$ cat src/rtl/ipv4rx_pkg.sv
`timescale 1ns / 1ps
`default_nettype none

package ipv4rx_pkg;

	localparam int unsigned LINK_HEADER_BYTES = 14;

	localparam int unsigned POS_W = 7;
	localparam logic [POS_W-1:0] POS_MAX = {POS_W{1'b1}};
	localparam logic [POS_W-1:0] POS_IP_START = POS_W'(LINK_HEADER_BYTES);

	localparam int unsigned SUM_W = 21;

	localparam logic [POS_W-1:0] IP_OFF_PROTO   = POS_W'(9);
	localparam logic [POS_W-1:0] IP_OFF_CSUM_HI = POS_W'(10);
	localparam logic [POS_W-1:0] IP_OFF_CSUM_LO = POS_W'(11);
	localparam logic [POS_W-1:0] PORT_OFF_HI    = POS_W'(2);
	localparam logic [POS_W-1:0] PORT_OFF_LO    = POS_W'(3);

	localparam logic [7:0] PROTO_TCP = 8'd6;

	localparam logic [2:0] DROP_NONE      = 3'd0;
	localparam logic [2:0] DROP_CHECKSUM  = 3'd1;
	localparam logic [2:0] DROP_NOT_TCP   = 3'd2;
	localparam logic [2:0] DROP_PORT      = 3'd3;
	localparam logic [2:0] DROP_TOO_SHORT = 3'd4;

	localparam int unsigned PADDR_W = 3;
	localparam logic REG_SEL_LOCAL_PORT = 1'b0;

	typedef struct packed {
		logic [7:0] data;
		logic       last;
	} byte_item_t;

	typedef struct packed {
		logic       accepted;
		logic [2:0] reason;
	} verdict_t;

endpackage

`default_nettype wire

$ cat src/rtl/ipv4rx_apb.sv
`timescale 1ns / 1ps
`default_nettype none

module ipv4rx_apb
	import ipv4rx_pkg::*;
(
	input  wire logic               clk,
	input  wire logic               arst_n,
	input  wire logic               psel,
	input  wire logic               penable,
	input  wire logic               pwrite,
	input  wire logic [PADDR_W-1:0] paddr,
	input  wire logic [31:0]        pwdata,
	output logic      [31:0]        prdata,
	output logic                    pready,
	output logic      [15:0]        local_port
);

	logic [15:0] local_port_q;
	logic        sel_port;

	assign sel_port = (paddr[PADDR_W-1] == REG_SEL_LOCAL_PORT);

	always_ff @(posedge clk or negedge arst_n) begin
		if (!arst_n) begin
			local_port_q <= '0;
		end else if (psel && penable && pwrite && sel_port) begin
			local_port_q <= pwdata[15:0];
		end
	end

	assign pready     = 1'b1;
	assign prdata     = sel_port ? {16'h0000, local_port_q} : 32'h0000_0000;
	assign local_port = local_port_q;

endmodule

`default_nettype wire

$ cat src/rtl/ipv4rx_parse.sv
`timescale 1ns / 1ps
`default_nettype none

module ipv4rx_parse
	import ipv4rx_pkg::*;
(
	input  wire logic        clk,
	input  wire logic        arst_n,
	input  wire logic        take,
	input  wire byte_item_t  item,
	input  wire logic [15:0] local_port,
	output verdict_t         verdict
);

	logic [POS_W-1:0] pos_q;
	logic [SUM_W-1:0] sum_q;
	logic [7:0]       hold_q;
	logic [3:0]       ihl_q;
	logic [7:0]       proto_q;
	logic [15:0]      csum_q;
	logic [15:0]      port_q;
	logic             port_done_q;

	logic [POS_W-1:0] pos_d;
	logic [SUM_W-1:0] sum_d;
	logic [7:0]       hold_d;
	logic [3:0]       ihl_d;
	logic [7:0]       proto_d;
	logic [15:0]      csum_d;
	logic [15:0]      port_d;
	logic             port_done_d;

	logic [POS_W-1:0] off;
	logic [POS_W-1:0] hlen;
	logic             in_ip;
	logic [16:0]      fold1;
	logic [15:0]      fold2;
	logic [15:0]      calc;

	assign in_ip = (pos_q >= POS_IP_START);
	assign off   = pos_q - POS_IP_START;
	assign hlen  = POS_W'({ihl_q, 2'b00});

	always_comb begin
		pos_d       = (pos_q == POS_MAX) ? pos_q : pos_q + 1'b1;
		sum_d       = sum_q;
		hold_d      = hold_q;
		ihl_d       = ihl_q;
		proto_d     = proto_q;
		csum_d      = csum_q;
		port_d      = port_q;
		port_done_d = port_done_q;
		if (in_ip) begin
			if (off == '0) begin
				ihl_d = item.data[3:0];
			end
			if (off == IP_OFF_PROTO) begin
				proto_d = item.data;
			end
			if (off == IP_OFF_CSUM_HI) begin
				csum_d[15:8] = item.data;
			end
			if (off == IP_OFF_CSUM_LO) begin
				csum_d[7:0] = item.data;
			end
			if (off < hlen || off == '0) begin
				if (!off[0]) begin
					hold_d = item.data;
				end else if (off != IP_OFF_CSUM_LO) begin
					sum_d = sum_q + SUM_W'({hold_q, item.data});
				end
			end
			if (off == hlen + PORT_OFF_HI) begin
				port_d[15:8] = item.data;
			end
			if (off == hlen + PORT_OFF_LO) begin
				port_d[7:0] = item.data;
				port_done_d = 1'b1;
			end
		end
	end

	assign fold1 = {1'b0, sum_d[15:0]} + 17'(sum_d[SUM_W-1:16]);
	assign fold2 = fold1[15:0] + 16'(fold1[16]);
	assign calc  = ~fold2;

	always_comb begin
		if (!port_done_d) begin
			verdict.reason = DROP_TOO_SHORT;
		end else if (calc != csum_d) begin
			verdict.reason = DROP_CHECKSUM;
		end else if (proto_d != PROTO_TCP) begin
			verdict.reason = DROP_NOT_TCP;
		end else if (port_d != local_port) begin
			verdict.reason = DROP_PORT;
		end else begin
			verdict.reason = DROP_NONE;
		end
		verdict.accepted = (verdict.reason == DROP_NONE);
	end

	always_ff @(posedge clk or negedge arst_n) begin
		if (!arst_n) begin
			pos_q       <= '0;
			sum_q       <= '0;
			hold_q      <= '0;
			ihl_q       <= '0;
			proto_q     <= '0;
			csum_q      <= '0;
			port_q      <= '0;
			port_done_q <= 1'b0;
		end else if (take) begin
			if (item.last) begin
				pos_q       <= '0;
				sum_q       <= '0;
				hold_q      <= '0;
				ihl_q       <= '0;
				proto_q     <= '0;
				csum_q      <= '0;
				port_q      <= '0;
				port_done_q <= 1'b0;
			end else begin
				pos_q       <= pos_d;
				sum_q       <= sum_d;
				hold_q      <= hold_d;
				ihl_q       <= ihl_d;
				proto_q     <= proto_d;
				csum_q      <= csum_d;
				port_q      <= port_d;
				port_done_q <= port_done_d;
			end
		end
	end

endmodule

`default_nettype wire

$ cat src/rtl/ipv4_rx_checksum_port_filter_top.sv
// Channel   Signals                                     Moves
// -------   ------------------------------------------  ------------------------------
// byte      byte_valid/byte_ready, data_byte, last_byte  one frame byte per transfer
// verdict   verdict_valid/verdict_ready,                 one verdict per frame
//           frame_accepted, drop_reason
// config    APB: psel, penable, pwrite, paddr, pwdata    local_port at address 0
//
// One byte per cycle sustained unless a stalled verdict blocks a last byte;
// each byte passes through the input register. The verdict loads into the
// output register at the edge where the last byte leaves the input register.
// A stalled verdict holds the next last byte in the input register and stops
// the byte channel behind it; bytes ahead of that last byte keep flowing.
// arst_n clears the frame state, local_port and both valid flags.
`timescale 1ns / 1ps
`default_nettype none

module ipv4_rx_checksum_port_filter_top
	import ipv4rx_pkg::*;
(
	input  wire logic               clk,
	input  wire logic               arst_n,
	input  wire logic               psel,
	input  wire logic               penable,
	input  wire logic               pwrite,
	input  wire logic [PADDR_W-1:0] paddr,
	input  wire logic [31:0]        pwdata,
	output logic      [31:0]        prdata,
	output logic                    pready,
	input  wire logic               byte_valid,
	output logic                    byte_ready,
	input  wire logic [7:0]         data_byte,
	input  wire logic               last_byte,
	output logic                    verdict_valid,
	input  wire logic               verdict_ready,
	output logic                    frame_accepted,
	output logic      [2:0]         drop_reason
);

	logic [15:0] local_port;
	byte_item_t  item_s1;
	logic        valid_s1;
	verdict_t    verdict;
	verdict_t    verdict_s2;
	logic        valid_s2;
	logic        out_free;
	logic        take_s1;

	ipv4rx_apb u_apb (
		.clk        (clk),
		.arst_n     (arst_n),
		.psel       (psel),
		.penable    (penable),
		.pwrite     (pwrite),
		.paddr      (paddr),
		.pwdata     (pwdata),
		.prdata     (prdata),
		.pready     (pready),
		.local_port (local_port)
	);

	assign out_free   = !valid_s2 || verdict_ready;
	assign take_s1    = valid_s1 && (!item_s1.last || out_free);
	assign byte_ready = !valid_s1 || take_s1;

	always_ff @(posedge clk or negedge arst_n) begin
		if (!arst_n) begin
			valid_s1 <= 1'b0;
		end else if (byte_ready) begin
			valid_s1 <= byte_valid;
		end
	end

	always_ff @(posedge clk) begin
		if (byte_ready && byte_valid) begin
			item_s1.data <= data_byte;
			item_s1.last <= last_byte;
		end
	end

	ipv4rx_parse u_parse (
		.clk        (clk),
		.arst_n     (arst_n),
		.take       (take_s1),
		.item       (item_s1),
		.local_port (local_port),
		.verdict    (verdict)
	);

	always_ff @(posedge clk or negedge arst_n) begin
		if (!arst_n) begin
			valid_s2 <= 1'b0;
		end else if (out_free) begin
			valid_s2 <= take_s1 && item_s1.last;
		end
	end

	always_ff @(posedge clk) begin
		if (out_free && take_s1 && item_s1.last) begin
			verdict_s2 <= verdict;
		end
	end

	assign verdict_valid  = valid_s2;
	assign frame_accepted = verdict_s2.accepted;
	assign drop_reason    = verdict_s2.reason;

`ifndef SYNTHESIS
	a_verdict_from_last: assert property (@(posedge clk) disable iff (!arst_n)
		$rose(valid_s2) |-> $past(take_s1 && item_s1.last))
		else $error("verdict without a last byte");

	a_accept_matches_reason: assert property (@(posedge clk) disable iff (!arst_n)
		valid_s2 |-> (frame_accepted == (drop_reason == DROP_NONE)))
		else $error("accept flag disagrees with drop reason");

	a_stall_cause: assert property (@(posedge clk) disable iff (!arst_n)
		!byte_ready |-> (valid_s1 && item_s1.last && valid_s2 && !verdict_ready))
		else $error("byte channel stalled without a blocked verdict");
`endif

endmodule

`default_nettype wire

$ cat config.mk
export PLATFORM = sky130hd
export DESIGN_NAME = ipv4_rx_checksum_port_filter_top
export DESIGN_NICKNAME = d
export VERILOG_FILES = /design/src/rtl/ipv4rx_pkg.sv /design/src/rtl/ipv4rx_apb.sv /design/src/rtl/ipv4rx_parse.sv /design/src/rtl/ipv4_rx_checksum_port_filter_top.sv
export SDC_FILE = /design/constraint.sdc
export NUM_CORES = 1
export LEC_CHECK = 0
export BUFFER_PORTS_ARGS = -buffer_cell sky130_fd_sc_hd__buf_2
export CORE_MARGIN = 2
export CORE_UTILIZATION = 50
export DETAILED_ROUTE_END_ITERATION = 12
export PLACE_DENSITY = 0.8
export SLEW_MARGIN = 10
export SYNTH_ARGS = -nofsm -noshare
export SYNTH_HDL_FRONTEND = slang
export SYNTH_SLANG_ARGS = --single-unit
export TNS_END_PERCENT = 1
$ cat constraint.sdc
create_clock -name clk -period 7.9 [get_ports clk]
set_input_delay 0.395 -clock clk [delete_from_list [all_inputs] [get_ports clk]]
set_output_delay 0.395 -clock clk [all_outputs]
set_load 0.05 [all_outputs]
==> results.sh <==
export IMPL_outcome="finished clean"
export IMPL_finalHoldViolCount=0
export IMPL_path_common_cell="and3_1"
export IMPL_clk_latency_ns=0.38
export IMPL_drtIter0Drc=517
export IMPL_ys_ff_latch=112
export IMPL_crit_arrival_ns=7.26
export IMPL_clk_pin_slew_ns=0.08
export IMPL_synth_edf_count=13
export IMPL_cp_max_fo=9
export IMPL_layout_drive_gt1_share_pct=14.6
export IMPL_synth_area_sq_mm=0.00773
export IMPL_nets=918
export IMPL_dpl_instance_area_sq_mm=0.00807
export IMPL_worstPathRequired_ns=8.03
export IMPL_cts_tree="built"
export IMPL_syn_to_final_growth_pct=8.40
export IMPL_synth_cell_types=85
export IMPL_port_buffers=54
export IMPL_globalRouteTotalUtil_pct=23.9
export IMPL_setup_slack_ns=0.774
export IMPL_routedWlPerCell_um=18.4
export IMPL_die_h_um=128
export IMPL_h_tree_depth=3
export IMPL_max_stage_delay_ns=0.66
export IMPL_multi_input_area_sq_mm=0.00453
export IMPL_irDropWorstVdd_mv=0.138
export IMPL_start_util_pct=51.0
export IMPL_gp_congestion=0.927
export IMPL_vias=6256
export IMPL_synth_cells=794
export IMPL_p_leak_nw=3.63
export IMPL_period_needed_ns=7.13
export IMPL_wl_met3_um=1270
export IMPL_finalClockSkew_ns=0.0119
export IMPL_critPathLaunchType="flop"
export IMPL_synth_area_per_cell_sq_um=9.73
export IMPL_tightest_slew_ns=1.10
export IMPL_slew_violations=0
export IMPL_grt_pass1_wl_um=30800
export IMPL_detail_route_antenna_nets=0
export IMPL_ff_latch_area_sq_mm=0.00287
export IMPL_yosys_warnings=0
export IMPL_clockBufferDepth=2
export IMPL_die_w_um=128
export IMPL_die_area_sq_mm=0.0165
export IMPL_min_period_over_period_pct=90.2
export IMPL_first_pass_iters=5
export IMPL_finalPower_mw=1.29
export IMPL_overflow=0
export IMPL_cts_sinks=112
export IMPL_power_density_mw_per_mm2=155
export IMPL_dp_hpwl_um=13800
export IMPL_fillerInstances=1317
export IMPL_core_sq_mm=0.0151
export IMPL_cts_root_buf="clkbuf_16"
export IMPL_critPathCaptureType="flop"
export IMPL_grt_pass1_vias=5957
export IMPL_synth_seq_area_share_pct=37.1
export IMPL_grt_max_degree=84
export IMPL_dr_max_layer_used="met4"
export IMPL_relSlewSlack_pct=26.5
export IMPL_async_flop_share_pct=88.4
export IMPL_cts_made_buffers=9
export IMPL_crit_type="flop to flop"
export IMPL_design_area_sq_mm=0.00838
export IMPL_finalSetupViolCount=0
export IMPL_cap_violations=0
export IMPL_hold_path_class="input pin to flop"
export IMPL_finalWirelength_um=18900
export IMPL_drc=0
export IMPL_met2_length_um=8780
export IMPL_synthFlopType="dfrtp_1"
export IMPL_post_place_ws_ns=0.691
export IMPL_setup_tns_ns=0
export IMPL_r2r_setup_slack_ns=0.77
export IMPL_post_drt_via_cell_ratio=6.10
export IMPL_fmax_ghz=0.140
export IMPL_antenna_found_initial=0
export IMPL_n_antenna_cell=0
export IMPL_cp_slowest_cell="edfxtp_1"
export IMPL_rsz0062_at_grt="false"
export IMPL_io_pins=90
export IMPL_rows=45
export IMPL_met1Wirelength_um=8150
## flip-flops by register name, indices dropped and copies added (netlist names)
register	count
u_parse.port_q	16
u_parse.pos_q	7
frame_accepted	1
u_parse.proto_q	8
verdict_valid	1
drop_reason	3
u_parse.ihl_q	4
u_parse.hold_q	8
valid_s1	1
u_parse.port_done_q	1
u_apb.local_port	16
u_parse.sum_q	21
u_parse.csum_q	16
item_s1	9
## power breakdown
group	internal, mW	leakage, nW	switching [mW]
Combinational	0.0686	2.02	0.142
Clock	0.219	0.140	0.228
Sequential	0.608	1.47	0.0293
Total	0.896	3.63	0.399
## Yosys cell counts (all sizes together), types with 3 or more instances
cell / count / area share (%)
and2: 10 / 0.81
edfxtp: 13 / 5.1
clkbuf: 31 / 1.5
a22o: 46 / 5.2
a22oi: 3 / 0.29
nor2b: 30 / 2.4
xnor2: 48 / 5.6
a31o: 3 / 0.34
nor4: 13 / 1.3
nand3: 16 / 1.0
or4: 4 / 0.39
o21a: 4 / 0.39
nor4b: 3 / 0.53
o21ai: 48 / 3.2
dfrtp: 99 / 32
buf: 24 / 2.4
o211ai: 4 / 0.39
a2111oi: 6 / 1.0
a31oi: 10 / 0.89
ha: 33 / 5.3
nand4: 8 / 0.65
nor2: 41 / 2.0
and3: 10 / 0.81
nand4b: 4 / 0.45
a21o: 9 / 0.87
mux2: 17 / 2.5
and4: 3 / 0.34
a21oi: 22 / 1.4
mux2i: 36 / 4.8
xor2: 23 / 2.7
and3b: 3 / 0.34
o31ai: 5 / 0.66
o2111ai: 5 / 0.65
inv: 24 / 1.2
a21boi: 5 / 0.49
o22ai: 5 / 0.40
or3: 4 / 0.39
nand2: 74 / 3.6
nor3: 10 / 0.86
a211oi: 5 / 0.55
## final cells by class
type,instances,area share (%)
clock inverters,6,0.627
flip-flops and latches,112,34.2
multi-input cells,618,54.1
repair buffers,67,4.45
clock buffers,10,2.73
inverters,24,1.08
well taps,188,2.81
## stage by stage
| step | cells | hold slack, ns | util [%] |
|---|---|---|---|
| after floorplan | 809 | 0.0994 | - |
| after global placement | 1006 | 0.262 | 53.3 |
| after detailed placement | 1006 | 0.265 | 53.3 |
| after CTS | 1023 | 0.193 | 55.2 |
| after global routing | 1025 | 0.195 | 55.3 |
| final | 1025 | 0.196 | 55.3 |
## worst max-delay path, delay by kind of cell, from the launching register on
family | cells | cell delay [ns]
and+or+nand+nor | 13 | 2.78
AOI/OAI and AO/OA | 9 | 1.88
adders and majority gates | 4 | 1.26
DFF | 1 | 0.66
xor gates and xnor gates | 1 | 0.22
buffers and inverters | 1 | 0.06
## placed cells by master, fill, tap and decap left out, drive strengths merged, types with 22 or more instances in the layout
cell / count
a22o: 46
a21oi: 22
o21ai: 48
nand2: 74
dfrtp: 99
buf: 66
ha: 33
xor2: 23
inv: 26
nor2: 41
mux2i: 36
xnor2: 48
nor2b: 30
## what timing repair did
item                       CTS  global route
setup endpoints to repair    0             3
hold endpoints to repair    16             0
gates resized for setup      0             1
buffers inserted             0             2
hold buffers                 1             0
## routing by layer
| metal | vias to the layer above | GRT usage [%] |
|---|---|---|
| li1 | 2952 | - |
| met5 | - | 0 |
| met4 | 0 | 11.2 |
| met1 | 3039 | 32.3 |
| met3 | 39 | 4.13 |
| met2 | 226 | 37.5 |
## worst paths after layout
check | startpoint | end | depth (start not counted)
max | item_s1[3] | drop_reason[0] | 28
min | last_byte | item_s1[0] | 1
max reg2reg | item_s1[3] | drop_reason[0] | 28
min reg2reg | u_parse.proto_q[1] | u_parse.proto_q[1] | 2
max in group asynchronous | arst_n | u_parse.sum_q[5] | 3
min in group asynchronous | arst_n | u_apb.local_port[6] | 2
## kinds of logic (layout without fill, tap and decap cells)
logic type | count (synthesis) | after routing | share of synthesized area, %
simple gates | 241 | 241 | 16.8
xor+xnor | 71 | 71 | 8.34
flops | 112 | 112 | 37.1
buf+inv | 79 | 107 | 5.10
fa+ha+maj | 35 | 35 | 5.86
mux | 53 | 53 | 7.35
compound gates | 201 | 201 | 19.4
other cells | 2 | 17 | 0.0972
Power figures use the tool's default switching activity.
